### config.mk
export PLATFORM = sky130hd
export DESIGN_NAME = pus_telemetry_packet_framer
export DESIGN_NICKNAME = d
export VERILOG_FILES = /design/src/sv/ptf_pkg.sv /design/src/sv/pus_telemetry_packet_framer.sv /design/src/sv/ptf_front.sv /design/src/sv/ptf_queue.sv /design/src/sv/ptf_back.sv
export SDC_FILE = /design/constraint.sdc
export NUM_CORES = 1
export LEC_CHECK = 0
export ABC_AREA = 0
export BUFFER_PORTS_ARGS = -buffer_cell sky130_fd_sc_hd__buf_2
export CORE_MARGIN = 2
export CORE_UTILIZATION = 50
export CTS_BUF_LIST = sky130_fd_sc_hd__clkbuf_8
export DETAILED_ROUTE_END_ITERATION = 16
export PLACE_DENSITY_LB_ADDON = 0.1
export SETUP_SLACK_MARGIN = 0.15
export SLEW_MARGIN = 20
export SYNTH_ARGS = -nofsm -noshare
export SYNTH_HDL_FRONTEND = slang
export SYNTH_SLANG_ARGS = --single-unit
export TNS_END_PERCENT = 20
### constraint.sdc
create_clock -name clock -period 13.02 [get_ports clock]
set_input_delay 1.953 -clock clock [delete_from_list [all_inputs] [get_ports clock]]
set_output_delay 1.953 -clock clock [all_outputs]
set_load 0.02 [all_outputs]
### src/sv/ptf_pkg.sv
// ----------------------------------------------------------------------------
// ptf_pkg
// Shared types and constants of the telemetry packet framer.
// ----------------------------------------------------------------------------
package ptf_pkg;

   localparam int TIME_BYTES  = 4;
   localparam int HDR_BYTES   = 9 + TIME_BYTES;
   localparam int FIT_EXTRA   = 11 + TIME_BYTES;
   localparam int CODED_EXTRA = 5 + TIME_BYTES;
   localparam int CLOSE_BEATS = 3;
   localparam int MAX_RESULTS = 16;
   localparam int BEAT_W      = $clog2(MAX_RESULTS);
   localparam int CNT_W       = $clog2(MAX_RESULTS + 1);
   localparam int QDEPTH      = 4;
   localparam int QPTR_W      = $clog2(QDEPTH);
   localparam int QCNT_W      = $clog2(QDEPTH + 1);

   localparam logic [7:0] SEQ_WRAP     = 8'hFF;
   localparam logic [7:0] SEQ_BASE     = 8'hC0;
   localparam logic [7:0] VERSION_BYTE = 8'h10;

   localparam logic [1:0] FUNC_RESET = 2'd0;
   localparam logic [1:0] FUNC_START = 2'd1;
   localparam logic [1:0] FUNC_DATA  = 2'd2;

   typedef enum logic [1:0] {
      CMD_RESET,
      CMD_OVERFLOW,
      CMD_HEADER,
      CMD_DATA
   } cmd_kind_type;

   typedef struct packed {
      logic [1:0]  func;
      logic [15:0] data_length;
      logic [7:0]  packet_type;
      logic [7:0]  packet_subtype;
      logic [31:0] time_tag;
      logic [7:0]  payload_byte;
   } req_payload_type;

   typedef struct packed {
      logic [15:0] write_address;
      logic [7:0]  write_byte;
      logic        write_valid;
      logic        overflow;
      logic        last;
   } rsp_payload_type;

   typedef struct packed {
      cmd_kind_type kind;
      logic [15:0]  addr;
      logic         close;
      logic [7:0]   count;
      logic [7:0]   seq;
      logic [15:0]  coded;
      logic [7:0]   ptype;
      logic [7:0]   psub;
      logic [31:0]  ttag;
      logic [7:0]   pbyte;
   } cmd_type;

endpackage

### src/sv/pus_telemetry_packet_framer.sv
// ----------------------------------------------------------------------------
// pus_telemetry_packet_framer
// Frames telemetry packets into byte writes of a telemetry buffer: packet
// count at address 0, headers and payload from address 1 on.
//
//   channel  ports                         direction  transfer
//   req      req_valid/req_stall/req_payload  in       one item
//   rsp      rsp_valid/rsp_stall/rsp_payload  out      one buffer write
//   csr      psel/penable/pwrite/paddr/...    in/out   register access
//
// An item is taken every cycle while the command queue has room.
// Results leave the back part one per cycle while rsp_stall is low: a payload
// byte gives one result, a last payload byte four, a header 13 (16 for an
// empty packet). An item's first result passes the command queue, then the
// output register. rsp_stall holds the output register; the four-entry queue
// keeps taking items until it fills, then req_stall rises.
// reset is synchronous; it restores the registers and framing state.
// ----------------------------------------------------------------------------
module pus_telemetry_packet_framer import ptf_pkg::*; (
   input  logic            clock,
   input  logic            reset,
   input  logic            req_valid,
   output logic            req_stall,
   input  req_payload_type req_payload,
   output logic            rsp_valid,
   input  logic            rsp_stall,
   output rsp_payload_type rsp_payload,
   input  logic            psel,
   input  logic            penable,
   input  logic            pwrite,
   input  logic [2:0]      paddr,
   input  logic [31:0]     pwdata,
   output logic [31:0]     prdata,
   output logic            pready
);

   localparam logic REG_CAPACITY  = 1'b0;
   localparam logic REG_PACKET_ID = 1'b1;

   logic [15:0] capacity_ff, capacity_in;
   logic [15:0] packet_id_ff, packet_id_in;
   logic        cfg_write;

   logic    accept;
   logic    push;
   cmd_type push_cmd;
   logic    pop;
   logic    head_valid;
   cmd_type head_cmd;
   logic    full;

   assign pready    = 1'b1;
   assign cfg_write = psel && penable && pwrite;
   assign prdata    = (paddr[2] == REG_PACKET_ID) ? {16'b0, packet_id_ff}
                                                  : {16'b0, capacity_ff};

   always_comb begin
      capacity_in  = capacity_ff;
      packet_id_in = packet_id_ff;
      if (cfg_write) begin
         unique case (paddr[2])
            REG_CAPACITY:  capacity_in  = pwdata[15:0];
            REG_PACKET_ID: packet_id_in = pwdata[15:0];
            default:       capacity_in  = capacity_ff;
         endcase
      end
   end

   always_ff @(posedge clock) begin
      if (reset) begin
         capacity_ff  <= 16'd1024;
         packet_id_ff <= '0;
      end else begin
         capacity_ff  <= capacity_in;
         packet_id_ff <= packet_id_in;
      end
   end

   assign req_stall = full;
   assign accept    = req_valid && !full;

   ptf_front u_front (
      .clock       (clock),
      .reset       (reset),
      .accept      (accept),
      .req_payload (req_payload),
      .capacity    (capacity_ff),
      .push        (push),
      .cmd         (push_cmd)
   );

   ptf_queue u_queue (
      .clock      (clock),
      .reset      (reset),
      .push       (push),
      .push_cmd   (push_cmd),
      .pop        (pop),
      .head_valid (head_valid),
      .head_cmd   (head_cmd),
      .full       (full)
   );

   ptf_back u_back (
      .clock       (clock),
      .reset       (reset),
      .head_valid  (head_valid),
      .head_cmd    (head_cmd),
      .packet_id   (packet_id_ff),
      .pop         (pop),
      .rsp_valid   (rsp_valid),
      .rsp_stall   (rsp_stall),
      .rsp_payload (rsp_payload)
   );

endmodule

### src/sv/ptf_front.sv
// ----------------------------------------------------------------------------
// ptf_front
// Accepts input items, keeps the framing state and issues one write command
// per item that causes results.
// ----------------------------------------------------------------------------
module ptf_front import ptf_pkg::*; (
   input  logic            clock,
   input  logic            reset,
   input  logic            accept,
   input  req_payload_type req_payload,
   input  logic [15:0]     capacity,
   output logic            push,
   output cmd_type         cmd
);

   logic [15:0] wp_ff, wp_in;
   logic [7:0]  seq_ff, seq_in;
   logic [7:0]  count_ff, count_in;
   logic [15:0] rem_ff, rem_in;
   logic        open_ff, open_in;

   logic [7:0]  seq_next;
   logic [7:0]  count_next;
   logic [17:0] need;

   always_ff @(posedge clock) begin
      if (reset) begin
         wp_ff    <= '0;
         seq_ff   <= SEQ_BASE;
         count_ff <= '0;
         rem_ff   <= '0;
         open_ff  <= 1'b0;
      end else begin
         wp_ff    <= wp_in;
         seq_ff   <= seq_in;
         count_ff <= count_in;
         rem_ff   <= rem_in;
         open_ff  <= open_in;
      end
   end

   always_comb begin
      seq_next   = (seq_ff == SEQ_WRAP) ? SEQ_BASE : seq_ff + 8'd1;
      count_next = count_ff + 8'd1;
      need       = {2'b00, wp_ff} + {2'b00, req_payload.data_length} + 18'(FIT_EXTRA);

      wp_in    = wp_ff;
      seq_in   = seq_ff;
      count_in = count_ff;
      rem_in   = rem_ff;
      open_in  = open_ff;
      push     = 1'b0;

      cmd.kind  = CMD_RESET;
      cmd.addr  = wp_ff;
      cmd.close = 1'b0;
      cmd.count = count_next;
      cmd.seq   = seq_next;
      cmd.coded = req_payload.data_length + 16'(CODED_EXTRA);
      cmd.ptype = req_payload.packet_type;
      cmd.psub  = req_payload.packet_subtype;
      cmd.ttag  = req_payload.time_tag;
      cmd.pbyte = req_payload.payload_byte;

      if (accept) begin
         unique case (req_payload.func)
            FUNC_RESET: begin
               wp_in    = 16'd1;
               count_in = '0;
               rem_in   = '0;
               open_in  = 1'b0;
               push     = 1'b1;
               cmd.kind = CMD_RESET;
            end
            FUNC_START: begin
               seq_in  = seq_next;
               rem_in  = '0;
               open_in = 1'b0;
               push    = 1'b1;
               if (need > {2'b00, capacity}) begin
                  cmd.kind = CMD_OVERFLOW;
               end else begin
                  cmd.kind = CMD_HEADER;
                  if (req_payload.data_length == '0) begin
                     cmd.close = 1'b1;
                     wp_in     = wp_ff + 16'(HDR_BYTES + 2);
                     count_in  = count_next;
                  end else begin
                     wp_in   = wp_ff + 16'(HDR_BYTES);
                     rem_in  = req_payload.data_length;
                     open_in = 1'b1;
                  end
               end
            end
            FUNC_DATA: begin
               if (open_ff) begin
                  push     = 1'b1;
                  cmd.kind = CMD_DATA;
                  rem_in   = rem_ff - 16'd1;
                  if (rem_ff == 16'd1) begin
                     cmd.close = 1'b1;
                     wp_in     = wp_ff + 16'd3;
                     count_in  = count_next;
                     open_in   = 1'b0;
                  end else begin
                     wp_in = wp_ff + 16'd1;
                  end
               end
            end
            default: begin
               push = 1'b0;
            end
         endcase
      end
   end

endmodule

### src/sv/ptf_queue.sv
// ----------------------------------------------------------------------------
// ptf_queue
// Short command queue between the front and back parts.
// ----------------------------------------------------------------------------
module ptf_queue import ptf_pkg::*; (
   input  logic    clock,
   input  logic    reset,
   input  logic    push,
   input  cmd_type push_cmd,
   input  logic    pop,
   output logic    head_valid,
   output cmd_type head_cmd,
   output logic    full
);

   cmd_type             slot_ff [QDEPTH];
   logic [QPTR_W-1:0]   wr_ptr_ff, wr_ptr_in;
   logic [QPTR_W-1:0]   rd_ptr_ff, rd_ptr_in;
   logic [QCNT_W-1:0]   cnt_ff, cnt_in;
   logic                do_pop;

   assign full       = (cnt_ff == QCNT_W'(QDEPTH));
   assign head_valid = (cnt_ff != '0);
   assign head_cmd   = slot_ff[rd_ptr_ff];
   assign do_pop     = pop && head_valid;

   always_comb begin
      wr_ptr_in = push ? wr_ptr_ff + 1'b1 : wr_ptr_ff;
      rd_ptr_in = do_pop ? rd_ptr_ff + 1'b1 : rd_ptr_ff;
      cnt_in    = cnt_ff + QCNT_W'(push) - QCNT_W'(do_pop);
   end

   always_ff @(posedge clock) begin
      if (reset) begin
         wr_ptr_ff <= '0;
         rd_ptr_ff <= '0;
         cnt_ff    <= '0;
      end else begin
         wr_ptr_ff <= wr_ptr_in;
         rd_ptr_ff <= rd_ptr_in;
         cnt_ff    <= cnt_in;
      end
   end

   always_ff @(posedge clock) begin
      if (push) begin
         slot_ff[wr_ptr_ff] <= push_cmd;
      end
   end

endmodule

### src/sv/ptf_back.sv
// ----------------------------------------------------------------------------
// ptf_back
// Expands each queued command into its buffer write results, one per cycle
// while rsp_stall is low, through a registered output stage.
// ----------------------------------------------------------------------------
module ptf_back import ptf_pkg::*; (
   input  logic            clock,
   input  logic            reset,
   input  logic            head_valid,
   input  cmd_type         head_cmd,
   input  logic [15:0]     packet_id,
   output logic            pop,
   output logic            rsp_valid,
   input  logic            rsp_stall,
   output rsp_payload_type rsp_payload
);

   logic [BEAT_W-1:0] beat_ff, beat_in;
   logic              rsp_valid_ff, rsp_valid_in;
   rsp_payload_type   rsp_payload_ff, rsp_payload_in;

   logic              load;
   logic              fire;
   logic [CNT_W-1:0]  body_beats;
   logic [CNT_W-1:0]  raw_total;
   logic [CNT_W-1:0]  total;
   logic [CNT_W-1:0]  beat_wide;
   logic              is_last;
   logic              is_count;
   logic              is_tail;
   logic [63:0]       ttag_wide;
   logic [7:0]        hdr [2**BEAT_W];

   assign load      = !rsp_valid_ff || !rsp_stall;
   assign fire      = load && head_valid;
   assign rsp_valid = rsp_valid_ff;
   assign rsp_payload = rsp_payload_ff;

   always_comb begin
      ttag_wide = {32'b0, head_cmd.ttag};
      for (int i = 0; i < 2**BEAT_W; i++) begin
         hdr[i] = '0;
      end
      hdr[0] = packet_id[15:8];
      hdr[1] = packet_id[7:0];
      hdr[2] = 8'h00;
      hdr[3] = head_cmd.seq;
      hdr[4] = head_cmd.coded[15:8];
      hdr[5] = head_cmd.coded[7:0];
      hdr[6] = VERSION_BYTE;
      hdr[7] = head_cmd.ptype;
      hdr[8] = head_cmd.psub;
      for (int i = 0; i < TIME_BYTES; i++) begin
         if (9 + i < 2**BEAT_W) begin
            hdr[9 + i] = ttag_wide[(TIME_BYTES - 1 - i) * 8 +: 8];
         end
      end
   end

   always_comb begin
      body_beats = (head_cmd.kind == CMD_HEADER) ? CNT_W'(HDR_BYTES) : CNT_W'(1);
      raw_total  = body_beats + (head_cmd.close ? CNT_W'(CLOSE_BEATS) : '0);
      total      = (raw_total > CNT_W'(MAX_RESULTS)) ? CNT_W'(MAX_RESULTS) : raw_total;
      beat_wide  = {1'b0, beat_ff};
      is_last    = (beat_wide == total - 1'b1);
      is_count   = head_cmd.close && (beat_wide == body_beats + CNT_W'(2));
      is_tail    = head_cmd.close && (beat_wide >= body_beats) && !is_count;

      rsp_payload_in.write_valid = (head_cmd.kind != CMD_OVERFLOW);
      rsp_payload_in.overflow    = (head_cmd.kind == CMD_OVERFLOW);
      rsp_payload_in.last        = is_last;

      if (is_count || head_cmd.kind == CMD_RESET || head_cmd.kind == CMD_OVERFLOW) begin
         rsp_payload_in.write_address = '0;
      end else begin
         rsp_payload_in.write_address = head_cmd.addr + 16'(beat_ff);
      end

      if (is_count) begin
         rsp_payload_in.write_byte = head_cmd.count;
      end else if (is_tail) begin
         rsp_payload_in.write_byte = '0;
      end else begin
         unique case (head_cmd.kind)
            CMD_HEADER: rsp_payload_in.write_byte = hdr[beat_ff];
            CMD_DATA:   rsp_payload_in.write_byte = head_cmd.pbyte;
            default:    rsp_payload_in.write_byte = '0;
         endcase
      end

      pop          = fire && is_last;
      beat_in      = fire ? (is_last ? '0 : beat_ff + 1'b1) : beat_ff;
      rsp_valid_in = load ? head_valid : rsp_valid_ff;
   end

   always_ff @(posedge clock) begin
      if (reset) begin
         beat_ff      <= '0;
         rsp_valid_ff <= 1'b0;
      end else begin
         beat_ff      <= beat_in;
         rsp_valid_ff <= rsp_valid_in;
      end
   end

   always_ff @(posedge clock) begin
      if (fire) begin
         rsp_payload_ff <= rsp_payload_in;
      end
   end

`ifndef NO_ASSERTIONS
   a_overflow_alone: assert property (@(posedge clock) disable iff (reset)
      rsp_valid_ff && rsp_payload_ff.overflow |->
         rsp_payload_ff.last && !rsp_payload_ff.write_valid)
      else $error("overflow result not a lone final result");

   a_beat_restart: assert property (@(posedge clock) disable iff (reset)
      fire && is_last |=> beat_ff == '0)
      else $error("beat counter did not restart after final result");

   a_beat_has_cmd: assert property (@(posedge clock) disable iff (reset)
      beat_ff != '0 |-> head_valid)
      else $error("beat counter running without a queued command");
`endif

endmodule

# Word-level counts from Yosys, hierarchy flattened
# Memory sizes are Yosys's and may differ from the RTL's. A register that Yosys moved wholly into a read port is not among the register bits.
# Index checks and enable logic that the tools add are counted.
[word_totals]
regBits = 120
latch_bits = 0
ram_bits = 428
romBits = 0
in_bits = 116
output_inout_bits = 62
elab_cells = 135
mem_count = 1
[mem_list]
columns = ["name", "depth", "width", "read_ports", "rd_ports_with_merged_regs", "write_ports", "line", "rtl"]
rows = [
  ["u_queue.slot_ff", 4, 107, 1, 1, 1, "ptf_queue.sv:16", "cmd_type slot_ff [QDEPTH];"],
]
[classes]
addsub = 19
multipliers = 0
div = 0
order_cmp = 4
eq_ne = 15
shifts = 0
muxes = 48
n_bitwise = 2
n_reduce_logical = 29
[op_table]
columns = ["operator", "count"]
rows = [
  ["two-way mux 16 bit", 8],
  ["case mux 16 bit (3 select lines)", 2],
  ["two-way mux 8 bit", 9],
  ["adder 16 x 4 -> 16 bit, second input constant", 3],
  ["binary-select mux 8 bit (select 4 bit)", 1],
  ["case mux 8 bit (3 select lines)", 1],
  ["adder 18 x 4 -> 18 bit, second input constant", 1],
  ["> comparator 18 x 16 -> 1 bit", 1],
  ["adder 16 x 16 -> 17 bit", 1],
  ["adder 16 x 1 -> 16 bit, second input constant", 1],
  ["adder 16 x 2 -> 16 bit, second input constant", 1],
  ["adder 16 x 4 -> 16 bit", 1],
  ["adder 8 x 1 -> 8 bit, second input constant", 2],
  ["== test 16 x 1 -> 1 bit, second input constant", 1],
  ["logical NOT 16 bit", 1],
  ["case mux 8 bit (2 select lines)", 1],
  ["subtractor 16 x 1 -> 16 bit, second input constant", 1],
  ["two-way mux 1 bit", 13],
  ["two-way mux 2 bit", 6],
  ["== test 4 x 5 -> 1 bit", 2],
  ["logical AND 1 bit", 9],
  ["== test 8 bit, second input constant", 1],
  ["two-way mux 4 bit", 2],
  ["inequality test 2 x 1 -> 1 bit, second input constant", 4],
  ["other kinds (29)", 44],
]

# Longest topological paths before layout
[logic_depth]
word_depth = 11
ltp_mapped = 21
ltp_nobuf = 20

# Modules after synthesis
# Synthesis repeated with hierarchy kept, for this count alone.
[unflattened]
hier_cells = 1750
hier_area_um2 = 25542.0
[modules_own_cells]
columns = ["mod", "n_inst", "cells_per_inst", "area_per_inst_um2", "seq_area_each_um2"]
rows = [
  ["ptf_queue", 1, 605, 15896.5, 13032.5],
  ["ptf_front", 1, 710, 5291.3, 980.9],
  ["ptf_back", 1, 272, 2661.3, 910.9],
  ["pus_telemetry_packet_framer", 1, 163, 1692.9, 640.6],
]

# Least setup slack after synthesis
# Ideal clock, no wire load.
[synth_path]
path_kind = "input to register"
start = "input port req_payload[56] (netlist name)"
end = "register u_front.wp_ff[4]"
setup_ps = 95
t_arrival_ps = 6197
required_ps = 12925
slack_ps = 6728
path_stages = 20
path_buffers = 0
path_cell_list = "ha_1 -> inv_1 -> fa_1 -> nor2b_1 -> o31ai_1 -> nand2_1 -> xor2_1 -> nand4_1 -> nor4_1 -> xor2_1 -> ha_1 -> a21o_1 -> a21oi_1 -> o21ai_0 -> a221o_1 -> a21boi_0 -> o31a_1 -> mux2i_2 -> a2111o_1 -> a221oi_1"
[synth_via]
elab_chain_len = 5
elab_cells_between_ends = 9
cone_classes = "2 x add/sub; 1 x order compare; 1 x eq/ne; 3 x mux; 2 x reduce/logical"
[synth_lines]
columns = ["item", "line", "rtl"]
rows = [
  ["from (decl)", "pus_telemetry_packet_framer.sv:24", "input req_payload_type req_payload,"],
  ["adder 16 x 16 -> 17 bit", "ptf_front.sv:45", "need = {2'b00, wp_ff} + {2'b00, req_payload.data_length} + 18'(FIT_EXTRA);"],
  ["adder 18 x 4 -> 18 bit", "ptf_front.sv:45", ""],
  ["> comparator 18 x 16 -> 1 bit", "ptf_front.sv:80", "if (need > {2'b00, capacity}) begin"],
  ["inequality test 2 bit (no line)", "--", ""],
  ["AND reduction 4 bit (no line)", "--", ""],
  ["to (signal assigned)", "ptf_front.sv:34", "wp_ff <= wp_in;"],
  ["to (decl)", "ptf_front.sv:16", "logic [15:0] wp_ff, wp_in;"],
]
# Parallel ways exist; a longest one is shown, timed or not. The select of a mux whose other input is x is not followed.
# A chain may end at the register's enable or synchronous reset.

# Final worst setup path
[layout_path]
start = "input port req_payload[56] (netlist name)"
end = "register u_front.rem_ff[5]"
[layout_via]
elab_chain_len = 5
elab_cells_between_ends = 7
cone_classes = "2 x add/sub; 1 x order compare; 3 x mux; 1 x reduce/logical"
[layout_lines]
columns = ["item", "line", "rtl"]
rows = [
  ["adder 16 x 16 -> 17 bit", "ptf_front.sv:45", ""],
  ["adder 18 x 4 -> 18 bit", "ptf_front.sv:45", ""],
  ["> comparator 18 x 16 -> 1 bit", "ptf_front.sv:80", ""],
  ["two-way mux 16 bit (*)", "ptf_front.sv:80", ""],
  ["case mux 16 bit (3 select lines) (*)", "ptf_front.sv:66", "unique case (req_payload.func)"],
  ["to (signal assigned)", "ptf_front.sv:37", "rem_ff <= rem_in;"],
  ["to (decl)", "ptf_front.sv:19", "logic [15:0] rem_ff, rem_in;"],
]
# Every way passes the cells marked *; elsewhere a longest branch is shown, timed or not.

==> impl_metrics.py <==
metrics = {
    "floorplan": {
        "die_y_um": 226,
        "row_count": 81,
        "initial_core_util": 0.505,
        "die_area_mm2": 0.0512,
        "core_area_mm2": 0.0488,
        "dieWidth_um": 226,
        "ios": 178,
    },
    "sta": {
        "timing.final.crit_share": 0.535,
        "hold_violations": 0,
        "hold-worst-slack_ps": 453,
        "max_freq_mhz": 144,
        "worst_pin_slew_ps": 1090,
        "setup_viol": 0,
        "max_slew_margin": 0.271,
        "rsz0062_at_grt": "false",
        "fin_crit_ps": 6970,
        "final_max_slew_viol_count": 0,
        "tns_ps": 0,
        "skew_ps": 25.5,
    },
    "synthesis": {
        "ys_warn_count": 0,
        "synthArstFlopShare": 0,
        "synth_area_mm2": 0.0247,
        "ys_seq_elements": 550,
        "synth_flop_cell": "edfxtp_1",
        "synth_edf_count": 455,
        "ys_seq_area_frac": 0.630,
        "yosysUniqueCellTypes": 74,
        "netlist_instances": 1747,
        "syn_avg_cell_area_um2": 14.1,
    },
    "route": {
        "drcViolationCount": 0,
        "avgViaCountPerCell": 5.70,
        "drtIter0Drc": 1191,
        "wl_per_cell_um": 21.9,
        "via_count": 15200,
        "route.antenna.remaining_nets": 0,
        "detail_route.first_pass.iterations": 5,
        "wl_um": 58300,
    },
    "global_routing": {
        "first_global_vias": 15000,
        "gr-total-overflow": 0,
        "grt_max_degree": 82,
        "grt_pass1_wl_um": 87800,
        "antenna_found_initial": 0,
        "grt_util_all_layers": 0.232,
    },
    "setup_path": {
        "worstSetupPathType": "in2reg",
        "critPathCaptureType": "flip-flop",
        "crit_fanout": 15,
        "start_kind": "input pin",
        "worstPathRequired_ps": 13620,
        "cp.arrival_ps": 7570,
    },
    "clocking": {
        "cts_htree_levels": 3,
        "cts-resized-gates": 0,
        "cts_root_buf": "clkbuf_8",
        "clk_pin_slew_ps": 60,
        "cts_tree": "yes",
        "clock_path_buffers": 3,
        "ctsHoldBuffers": 0,
        "cts_made_buffers": 92,
        "clkLatencyLatePin_ps": 680,
        "clkSinkCount": 550,
        "cts_setup_buffers": 0,
    },
    "place": {
        "dpl.hpwl_um": 37200,
        "gp_congestion": 0.898,
        "io_buffer_count": 142,
    },
    "final_layout": {
        "final_nets": 2100,
        "drive_gt1_frac": 0.212,
        "syn_to_final_growth_pct": 12.3,
        "fillers": 4034,
        "fin_util": 0.567,
        "seq_area_mm2": 0.0156,
        "multi_input_area_mm2": 0.00848,
    },
    "pwr": {
        "p_per_area_mw_per_mm2": 152,
        "power_leakage_nw": 9.68,
        "design_power_total_mw": 4.22,
        "peakVddDrop_mv": 0.0869,
    },
    "outcome": {
        "outcome": "complete, no violations",
    },
    "min_path": {
        "holdCritPathClass": "reg2reg",
    },
    "flow_run": {
        "drv_cap": 0,
    },
}
final timing paths:
check	from	endpoint	slack, ps	cells after the start
setup / recovery	req_payload[56]	u_front.rem_ff[5]$_SDFFE_PP0P_	6050	21
setup reg to reg	u_front.wp_ff[1]$_SDFFE_PP0P_	u_front.rem_ff[5]$_SDFFE_PP0P_	6900	19
hold / removal	capacity_ff[9]$_SDFFE_PP0P_	capacity_ff[9]$_SDFFE_PP0P_	450	2
hold reg to reg	capacity_ff[9]$_SDFFE_PP0P_	capacity_ff[9]$_SDFFE_PP0P_	450	2
power by group:
group	internal [mW]	switching (mW)	total [mW]
Clock	0.733	0.671	1.40
Sequential	2.02	0.0559	2.08
Combinational	0.290	0.446	0.736
area by class of cell:
cell class | count | share of cell area
sequential | 550 | 0.562
multi-input combinational | 1039 | 0.306
clock buffer | 98 | 0.0487
timing repair buffer | 158 | 0.0304
tap | 664 | 0.0300
clock inverter | 72 | 0.0127
inverter | 77 | 0.0104
antenna | 2 | 0.000181
per-stage QoR:
step | setup WS, ps | std cells | instance area, um^2
finish | 6050 | 2660 | 27700
global placement | 5550 | 2488 | 26000
global route | 5600 | 2658 | 27700
floorplan | 6730 | 1762 | 24700
CTS | 6170 | 2658 | 27700
detailed placement | 5480 | 2488 | 26000
cell usage after synthesis, types with 17 or more instances:
cell type | instances | area (um^2)
nor2_1 | 87 | 327
nand3_1 | 50 | 250
xor2_1 | 28 | 245
edfxtp_1 | 455 | 13700
buf_4 | 17 | 128
clkbuf_1 | 58 | 218
nand2_1 | 180 | 676
dfxtp_1 | 95 | 1900
o21ai_0 | 53 | 265
mux4_2 | 115 | 2590
xnor2_1 | 41 | 359
ha_1 | 62 | 776
inv_1 | 76 | 285
nand4_1 | 19 | 119
a21oi_1 | 104 | 521
nor3_1 | 21 | 105
cell usage in the layout, fill, tap and decap left out, types with 17 or more instances in the layout:
master    netlist  final
edfxtp_1      455    455
nand2_1       180    180
buf_2          10    142
mux4_2        115    115
inv_1          76    112
a21oi_1       104    103
clkbuf_8        0     98
dfxtp_1        95     93
nor2_1         87     86
ha_1           62     62
o21ai_0        53     53
nand3_1        50     50
xnor2_1        41     41
xor2_1         28     28
clkinv_1        0     24
nor3_1         21     21
nand4_1        19     19
conb_1          2     17
sequential cells by signal, summed over array words and instances, names as in the netlist, 4 cells and up, named ones only:
| register | count |
|---|---|
| capacity_ff | 16 |
| u_front.rem_ff | 16 |
| packet_id_ff | 16 |
| u_front.seq_ff | 8 |
| u_back.rsp_payload | 27 |
| u_front.count_ff | 8 |
| u_queue.slot_ff | 428 |
| u_back.beat_ff | 4 |
| u_front.wp_ff | 16 |
cells by family (layout without fill, tap and decap cells):
kind of cell | count (synthesis) | count (layout) | synth area share
AO/OA/AOI/OAI | 295 | 295 | 0.0791
XOR/XNOR | 69 | 69 | 0.0245
adder cells (fa/ha/maj) | 66 | 66 | 0.0347
buffers and inverters | 173 | 405 | 0.0294
flip-flops | 550 | 550 | 0.630
multiplexers | 136 | 136 | 0.114
other | 2 | 19 | 0.000304
AND/OR/NAND/NOR | 456 | 456 | 0.0874
worst max-delay path, cell delays in order:
cell and delay [ps]:
buf_2 200, ha_1 220, inv_1 60, fa_1 400, nor2b_1 230, o31ai_1 130
nand2_1 110, xor2_1 370, nand4_1 370, nor4_1 410, xor2_1 200, ha_1 270
a21o_1 160, a21oi_1 140, o21ai_0 110, a221o_1 380, a21boi_0 250, o31a_1 230
mux2i_2 190, nor3_2 890, a221o_1 290
layer usage:
| metal | share of wire | wire length [um] | track usage | vias to the layer above |
|---|---|---|---|---|
| met5 | 0 | 0 | 0 | - |
| met4 | 0.030 | 1770 | 0.0891 | 0 |
| met3 | 0.057 | 3340 | 0.0384 | 98 |
| met2 | 0.47 | 27300 | 0.367 | 473 |
| met1 | 0.44 | 25900 | 0.323 | 7553 |
| li1 | - | - | - | 7044 |
Note: power is estimated with default switching activity, not from simulation.
